$ cat src/rtl/xtt_pkg.sv
`default_nettype none
// ----------------------------------------------------------------------------
// xtt_pkg
// Shared types and constants for the XML tag/text tokenizer.
// ----------------------------------------------------------------------------
package xtt_pkg;

    localparam logic [7:0] CH_LT    = 8'h3C;
    localparam logic [7:0] CH_GT    = 8'h3E;
    localparam logic [7:0] CH_SLASH = 8'h2F;
    localparam logic [7:0] CH_SPACE = 8'h20;

    localparam logic [1:0] KIND_TEXT  = 2'd0;
    localparam logic [1:0] KIND_OPEN  = 2'd1;
    localparam logic [1:0] KIND_CLOSE = 2'd2;
    localparam logic [1:0] KIND_DONE  = 2'd3;

    typedef enum logic [5:0] {
        MODE_IDLE  = 6'b000001,
        MODE_TEXT  = 6'b000010,
        MODE_LT    = 6'b000100,
        MODE_OPEN  = 6'b001000,
        MODE_CLOSE = 6'b010000,
        MODE_SKIP  = 6'b100000
    } t_mode;

    typedef struct packed {
        logic [7:0] byte_in;
        logic       end_of_input;
    } t_item;

    typedef struct packed {
        logic [1:0] token_kind;
        logic       has_char;
        logic [7:0] char_out;
        logic       token_end;
        logic       error_flag;
    } t_result;

endpackage : xtt_pkg
`default_nettype wire

$ cat src/rtl/xml_tag_text_tokenizer.sv
`default_nettype none
// ----------------------------------------------------------------------------
// xml_tag_text_tokenizer
// Splits a byte stream into text, open-tag and close-tag tokens.
// ----------------------------------------------------------------------------
//  Channel   Handshake                  Payload
//  input     i_in_valid / o_in_ready    i_byte_in, i_end_of_input
//  output    o_out_valid / i_out_ready  o_token_kind, o_has_char, o_char_out,
//                                       o_token_end, o_error_flag
//
//  One byte per cycle sustained unless a stalled output holds the flow. A byte
//  is held in the input register, is classified by the scan-mode machine, and
//  its result (if any) is loaded into the output register.
//  Bytes that yield no result still advance the mode and are dropped.
//  A stalled output backs up only when a byte needs the occupied result slot.
//  Synchronous active-low reset returns the mode to between tokens.
// ----------------------------------------------------------------------------
module xml_tag_text_tokenizer (
    input  wire logic       i_clk,
    input  wire logic       i_rst_n,
    input  wire logic       i_in_valid,
    output logic            o_in_ready,
    input  wire logic [7:0] i_byte_in,
    input  wire logic       i_end_of_input,
    output logic            o_out_valid,
    input  wire logic       i_out_ready,
    output logic [1:0]      o_token_kind,
    output logic            o_has_char,
    output logic [7:0]      o_char_out,
    output logic            o_token_end,
    output logic            o_error_flag
);
    import xtt_pkg::*;

    t_item   item;
    logic    item_valid;
    logic    emit;
    t_result scan_result;
    t_result out_result;
    logic    slot_free;
    logic    advance;
    logic    load;

    assign advance = item_valid && (!emit || slot_free);
    assign load    = advance && emit;

    xtt_in_stage u_in_stage (
        .i_clk          (i_clk),
        .i_rst_n        (i_rst_n),
        .i_in_valid     (i_in_valid),
        .i_byte_in      (i_byte_in),
        .i_end_of_input (i_end_of_input),
        .i_advance      (advance),
        .o_in_ready     (o_in_ready),
        .o_item_valid   (item_valid),
        .o_item         (item)
    );

    xtt_scan u_scan (
        .i_clk    (i_clk),
        .i_rst_n  (i_rst_n),
        .i_item   (item),
        .i_step   (advance),
        .o_emit   (emit),
        .o_result (scan_result)
    );

    xtt_out_stage u_out_stage (
        .i_clk       (i_clk),
        .i_rst_n     (i_rst_n),
        .i_load      (load),
        .i_result    (scan_result),
        .i_out_ready (i_out_ready),
        .o_slot_free (slot_free),
        .o_out_valid (o_out_valid),
        .o_result    (out_result)
    );

    assign o_token_kind = out_result.token_kind;
    assign o_has_char   = out_result.has_char;
    assign o_char_out   = out_result.char_out;
    assign o_token_end  = out_result.token_end;
    assign o_error_flag = out_result.error_flag;

endmodule : xml_tag_text_tokenizer
`default_nettype wire

$ cat src/rtl/xtt_in_stage.sv
`default_nettype none
// ----------------------------------------------------------------------------
// xtt_in_stage
// Input register: captures one byte transaction and holds it until the
// scanner consumes it.
// ----------------------------------------------------------------------------
module xtt_in_stage (
    input  wire logic          i_clk,
    input  wire logic          i_rst_n,
    input  wire logic          i_in_valid,
    input  wire logic [7:0]    i_byte_in,
    input  wire logic          i_end_of_input,
    input  wire logic          i_advance,
    output logic               o_in_ready,
    output logic               o_item_valid,
    output xtt_pkg::t_item     o_item
);
    import xtt_pkg::*;

    logic  r_valid;
    t_item r_item;

    assign o_in_ready   = !r_valid || i_advance;
    assign o_item_valid = r_valid;
    assign o_item       = r_item;

    always_ff @(posedge i_clk) begin
        if (!i_rst_n) begin
            r_valid <= 1'b0;
        end else if (i_in_valid && o_in_ready) begin
            r_valid <= 1'b1;
        end else if (i_advance) begin
            r_valid <= 1'b0;
        end
    end

    always_ff @(posedge i_clk) begin
        if (i_in_valid && o_in_ready) begin
            r_item.byte_in      <= i_byte_in;
            r_item.end_of_input <= i_end_of_input;
        end
    end

endmodule : xtt_in_stage
`default_nettype wire

$ cat src/rtl/xtt_scan.sv
`default_nettype none
// ----------------------------------------------------------------------------
// xtt_scan
// Scan-mode machine: classifies the held byte against the current mode and
// produces at most one token result per byte.
// ----------------------------------------------------------------------------
module xtt_scan (
    input  wire logic          i_clk,
    input  wire logic          i_rst_n,
    input  wire xtt_pkg::t_item i_item,
    input  wire logic          i_step,
    output logic               o_emit,
    output xtt_pkg::t_result   o_result
);
    import xtt_pkg::*;

    t_mode      r_mode;
    t_mode      n_mode;
    logic [7:0] b;
    logic       is_lt;
    logic       is_gt;
    logic       is_slash;
    logic       is_space;

    assign b        = i_item.byte_in;
    assign is_lt    = (b == CH_LT);
    assign is_gt    = (b == CH_GT);
    assign is_slash = (b == CH_SLASH);
    assign is_space = (b == CH_SPACE);

    always_comb begin
        n_mode              = r_mode;
        o_emit              = 1'b0;
        o_result.token_kind = KIND_TEXT;
        o_result.has_char   = 1'b0;
        o_result.char_out   = 8'h00;
        o_result.token_end  = 1'b0;
        o_result.error_flag = 1'b0;

        if (i_item.end_of_input) begin
            // finish the stream; flag an end inside any tag
            n_mode              = MODE_IDLE;
            o_emit              = 1'b1;
            o_result.token_kind = KIND_DONE;
            o_result.error_flag = (r_mode == MODE_LT) || (r_mode == MODE_OPEN) ||
                                  (r_mode == MODE_CLOSE) || (r_mode == MODE_SKIP);
        end else begin
            unique case (r_mode)
                MODE_TEXT: begin
                    o_emit              = 1'b1;
                    o_result.token_kind = KIND_TEXT;
                    if (is_lt) begin
                        n_mode             = MODE_LT;
                        o_result.token_end = 1'b1;
                    end else begin
                        o_result.has_char = 1'b1;
                        o_result.char_out = b;
                    end
                end
                MODE_LT: begin
                    o_result.token_kind = KIND_OPEN;
                    if (is_slash) begin
                        n_mode = MODE_CLOSE;
                    end else if (is_gt || is_space) begin
                        n_mode             = is_gt ? MODE_IDLE : MODE_SKIP;
                        o_emit             = 1'b1;
                        o_result.token_end = 1'b1;
                    end else begin
                        n_mode            = MODE_OPEN;
                        o_emit            = 1'b1;
                        o_result.has_char = 1'b1;
                        o_result.char_out = b;
                    end
                end
                MODE_OPEN: begin
                    o_emit              = 1'b1;
                    o_result.token_kind = KIND_OPEN;
                    if (is_gt || is_space) begin
                        n_mode             = is_gt ? MODE_IDLE : MODE_SKIP;
                        o_result.token_end = 1'b1;
                    end else begin
                        o_result.has_char = 1'b1;
                        o_result.char_out = b;
                    end
                end
                MODE_CLOSE: begin
                    o_emit              = 1'b1;
                    o_result.token_kind = KIND_CLOSE;
                    if (is_gt) begin
                        n_mode             = MODE_IDLE;
                        o_result.token_end = 1'b1;
                    end else begin
                        o_result.has_char = 1'b1;
                        o_result.char_out = b;
                    end
                end
                MODE_SKIP: begin
                    // drop attribute bytes up to the closing bracket
                    if (is_gt) begin
                        n_mode = MODE_IDLE;
                    end
                end
                default: begin
                    if (is_lt) begin
                        n_mode = MODE_LT;
                    end else begin
                        n_mode              = MODE_TEXT;
                        o_emit              = 1'b1;
                        o_result.token_kind = KIND_TEXT;
                        o_result.has_char   = 1'b1;
                        o_result.char_out   = b;
                    end
                end
            endcase
        end
    end

    always_ff @(posedge i_clk) begin
        if (!i_rst_n) begin
            r_mode <= MODE_IDLE;
        end else if (i_step) begin
            r_mode <= n_mode;
        end
    end

endmodule : xtt_scan
`default_nettype wire

$ cat src/rtl/xtt_out_stage.sv
`default_nettype none
// ----------------------------------------------------------------------------
// xtt_out_stage
// Result register: holds one token result until the consumer takes it.
// ----------------------------------------------------------------------------
module xtt_out_stage (
    input  wire logic          i_clk,
    input  wire logic          i_rst_n,
    input  wire logic          i_load,
    input  wire xtt_pkg::t_result i_result,
    input  wire logic          i_out_ready,
    output logic               o_slot_free,
    output logic               o_out_valid,
    output xtt_pkg::t_result   o_result
);
    import xtt_pkg::*;

    logic    r_valid;
    t_result r_result;

    assign o_slot_free = !r_valid || i_out_ready;
    assign o_out_valid = r_valid;
    assign o_result    = r_result;

    always_ff @(posedge i_clk) begin
        if (!i_rst_n) begin
            r_valid <= 1'b0;
        end else if (i_load) begin
            r_valid <= 1'b1;
        end else if (i_out_ready) begin
            r_valid <= 1'b0;
        end
    end

    always_ff @(posedge i_clk) begin
        if (i_load) begin
            r_result <= i_result;
        end
    end

endmodule : xtt_out_stage
`default_nettype wire

$ cat config.mk
export PLATFORM = sky130hd
export DESIGN_NAME = xml_tag_text_tokenizer
export DESIGN_NICKNAME = d
export VERILOG_FILES = /design/src/rtl/xtt_pkg.sv /design/src/rtl/xml_tag_text_tokenizer.sv /design/src/rtl/xtt_in_stage.sv /design/src/rtl/xtt_scan.sv /design/src/rtl/xtt_out_stage.sv
export SDC_FILE = /design/constraint.sdc
export NUM_CORES = 1
export LEC_CHECK = 0
export BUFFER_PORTS_ARGS = -buffer_cell sky130_fd_sc_hd__buf_4
export CORE_ASPECT_RATIO = 1.1
export CORE_MARGIN = 2
export CORE_UTILIZATION = 28
export CTS_BUF_LIST = sky130_fd_sc_hd__clkbuf_8
export DETAILED_ROUTE_END_ITERATION = 8
export PLACE_DENSITY_LB_ADDON = 0.05
export SYNTH_ARGS = -nofsm -noshare
export SYNTH_HDL_FRONTEND = slang
export SYNTH_SLANG_ARGS = --single-unit
$ cat constraint.sdc
create_clock -name i_clk -period 2.7 [get_ports i_clk]
set_input_delay 0.27 -clock i_clk [delete_from_list [all_inputs] [get_ports i_clk]]
set_output_delay 0.27 -clock i_clk [all_outputs]
set_load 0.02 [all_outputs]
==> flow_summary.ini <==
[clocking]
worstSkewPairLatency_ps = 280
cts.clk_slew.worst_paths_ps = 70
clock-sinks = 30
cts_tree = yes
cts_buffers = 5
cts_setup_buffers = 0
root_buffer = clkbuf_8
ctsLongestPathBuffers = 2
h-tree-depth = 2

[cells_and_area]
seqCellArea_sq_um = 821
num-nets-final = 202
diodes = 0
area_growth_pct = 26.0
n_fill_cell = 580
utilization_pct = 36.2
final_layout_size_suffix_gt1_share_pct = 31.1
multiInputGateArea_sq_um = 749

[yosys]
synth_ff_type = edfxtp_1
yosys.area.top_type = edfxtp_1
syn-num-nets = 164
ys_seq_elements = 30
ys_types = 47
syn-instance-count = 151
async_reset_ff_share_pct = 0
synth_top_area_share_pct = 40.4
synth_seq_area_share_pct = 50.2
synth_warnings = 0
synth.area.top_cells = edfxtp_1, dfxtp_1, and2_1
syn_area_sq_um = 1630
synth_edf_count = 22
syn_area_per_cell_sq_um = 10.8

[drt]
route.detailed.drc = 0
wl_per_cell_um = 13.9
dr_total_vias = 1288
wl_um = 3710
vias_per_cell = 4.82
dr.pass1.iters = 4
first_iter_violations = 80
ant_nets = 0

[sta]
tns_ps = 0
slew_violations = 0
skew_ps = 5.29
max_slew_margin_pct = 52.5
fmax_ghz = 0.409
post-route-period-util_pct = 90.6
setup_violations = 0
finalHoldViolCount = 0
min_period_ps = 2450
worst_pin_slew_ps = 711
rsz0062_at_grt = no

[pwr]
p_leak_nw = 0.789
powerDensity_nw_per_um2 = 478
clkPwrFrac_pct = 35.4
p_switching_mw = 0.241
share_comb_of_total_power_pct = 10.7
p_sw_share_pct = 24.5
ir_drop_uv = 243
p_int_mw = 0.744
pwr-share-seq_pct = 53.9

[job]
maxCapViolCount = 0

[floorplan]
rows = 29
core_sq_um = 5700
start_util_pct = 28.7
die_x_um = 76.8
die_h_um = 84.1
boundaryPins = 28
dieArea_sq_um = 6460

[global_routing]
grt_pass1_vias = 1301
grt_util_all_layers_pct = 12.4
grt_pass1_wl_um = 6300
antenna_found_initial = 0
grt_start_max_net_pins = 14
overflow = 0

[placed_design]
port_buffers = 27
place_congestion = 0.836
dpl.hpwl_um = 2880

[setup_path]
critical_path_arrival_ps = 2490
critPathKind = flip-flop to flip-flop
crit_path_max_incr_delay_ps = 550
worstPathMaxFanout = 4
cp-end-kind = flip-flop
crit_required_ps = 2740
cp_slowest_cell = or4_1
crit_chain = buf_4 > or4_1 > a21oi_1 > o21ai_1 > a2111oi_4 > nor2_1 > and2_1
cp-start-kind = flip-flop

[hold_path]
hold_path.class = input pin to flip-flop

[status]
run_status = complete, no violations
-- logic make-up (layout without fill, tap and decap cells) --
| logic type | after synthesis | after routing | synth area share, % |
|---|---|---|---|
| compound gates | 32 | 32 | 15.4 |
| xor+xnor | 5 | 5 | 2.68 |
| buf+inv | 12 | 51 | 4.36 |
| flops | 30 | 30 | 50.2 |
| mux | 6 | 6 | 3.75 |
| simple gates | 66 | 66 | 23.6 |
-- power groups by stage --
stage,Sequential (mW),Clock [mW],Combinational [mW]
6_report,0.531,0.348,0.106
4_1_cts,0.531,0.367,0.106
3_3_place_gp,0.540,0,0.106
2_1_floorplan,0.551,0,0.0475
5_1_grt,0.534,0.384,0.116
3_5_place_dp,0.541,0,0.106
-- synthesized netlist by cell type (2+ instances only) --
master	count
edfxtp_1	22
and2_1	9
nand2_1	9
nor2_1	9
dfxtp_1	8
o21ai_0	7
a21oi_1	6
mux2i_1	5
nand2b_1	5
nand3_1	5
inv_1	4
xor2_1	4
buf_2	3
nor2b_1	3
o31ai_1	3
or2_2	3
or3_1	3
a2111oi_4	2
a21boi_0	2
buf_4	2
buf_6	2
nand3b_1	2
nand4_1	2
nand4b_1	2
nor3_1	2
o211a_1	2
o211ai_1	2
o21ai_1	2
or4_1	2
or4b_1	2
-- per-layer routing --
metal | global-route usage (%) | vias to the layer above | part of all wire, %
met4 | 6.45 | 0 | 3.1
met5 | 0 | - | 0
li1 | - | 635 | -
met3 | 3.25 | 11 | 5.9
met1 | 14.8 | 588 | 44
met2 | 20.4 | 54 | 47
-- sequential cells by signal (all words and copies together) (netlist names) --
register	flops
u_in_stage.o_item	9
u_in_stage.o_item_valid	1
u_out_stage.o_out_valid	1
u_out_stage.o_result	13
u_scan.r_mode	6
-- final timing paths --
path,from,endpoint,slack [ps],cells past startpoint
worst max-delay path,u_in_stage.o_item[4]$_DFFE_PP_,u_out_stage.o_result[2]$_SDFFCE_PP0P_,250,7
worst max register to register,u_in_stage.o_item[4]$_DFFE_PP_,u_out_stage.o_result[2]$_SDFFCE_PP0P_,250,7
worst min register to register,u_out_stage.o_out_valid$_SDFFE_PN0P_,u_out_stage.o_out_valid$_SDFFE_PN0P_,500,2
worst min-delay path,i_byte_in[5],u_in_stage.o_item[6]$_DFFE_PP_,160,1
-- critical path: cells and delay by family (launching register included) --
| kind | cells | cell delay [ps] |
|---|---|---|
| and+or+nand+nor | 3 | 840 |
| AOI/OAI and AO/OA | 3 | 810 |
| DFF | 1 | 390 |
| buffers and inverters | 1 | 160 |
-- through the flow --
step	instance area, sq um	hold slack (ps)	instances	worst slack [ps]	total power, mW
2_1_floorplan	1630	369	151	232	0.598
3_3_place_gp	1970	449	259	199	0.646
3_5_place_dp	1970	449	259	127	0.647
4_1_cts	2050	148	267	105	1.00
5_1_grt	2060	146	267	43.5	1.03
6_report	2060	162	267	253	0.985
-- layout make-up --
type	instances	area share [%]
repair buffers	39	14.2
inverters	4	0.729
clock buffers	5	3.34
multi-input cells	109	36.4
flip-flops and latches	30	39.9
clock inverters	3	0.790
well taps	77	4.68
-- repair_timing --
| action | in CTS | in global routing |
|---|---|---|
| hold buffers | 0 | 0 |
| gates resized for setup | 0 | 4 |
| setup endpoints to repair | 0 | 23 |
-- cell usage in the layout (no fill, tap or decap), types with 4 or more instances in the layout --
cell,netlist,routed
buf_4,2,39
inv_1,4,4
xor2_1,4,4
edfxtp_1,22,22
nand2_1,9,9
clkbuf_8,0,5
nand2b_1,5,5
dfxtp_1,8,8
o21ai_0,7,6
a21oi_1,6,6
nor2_1,9,8
nand3_1,5,5
and2_1,9,8
mux2i_1,5,5
No activity file was read; power rests on OpenSTA's default activity.
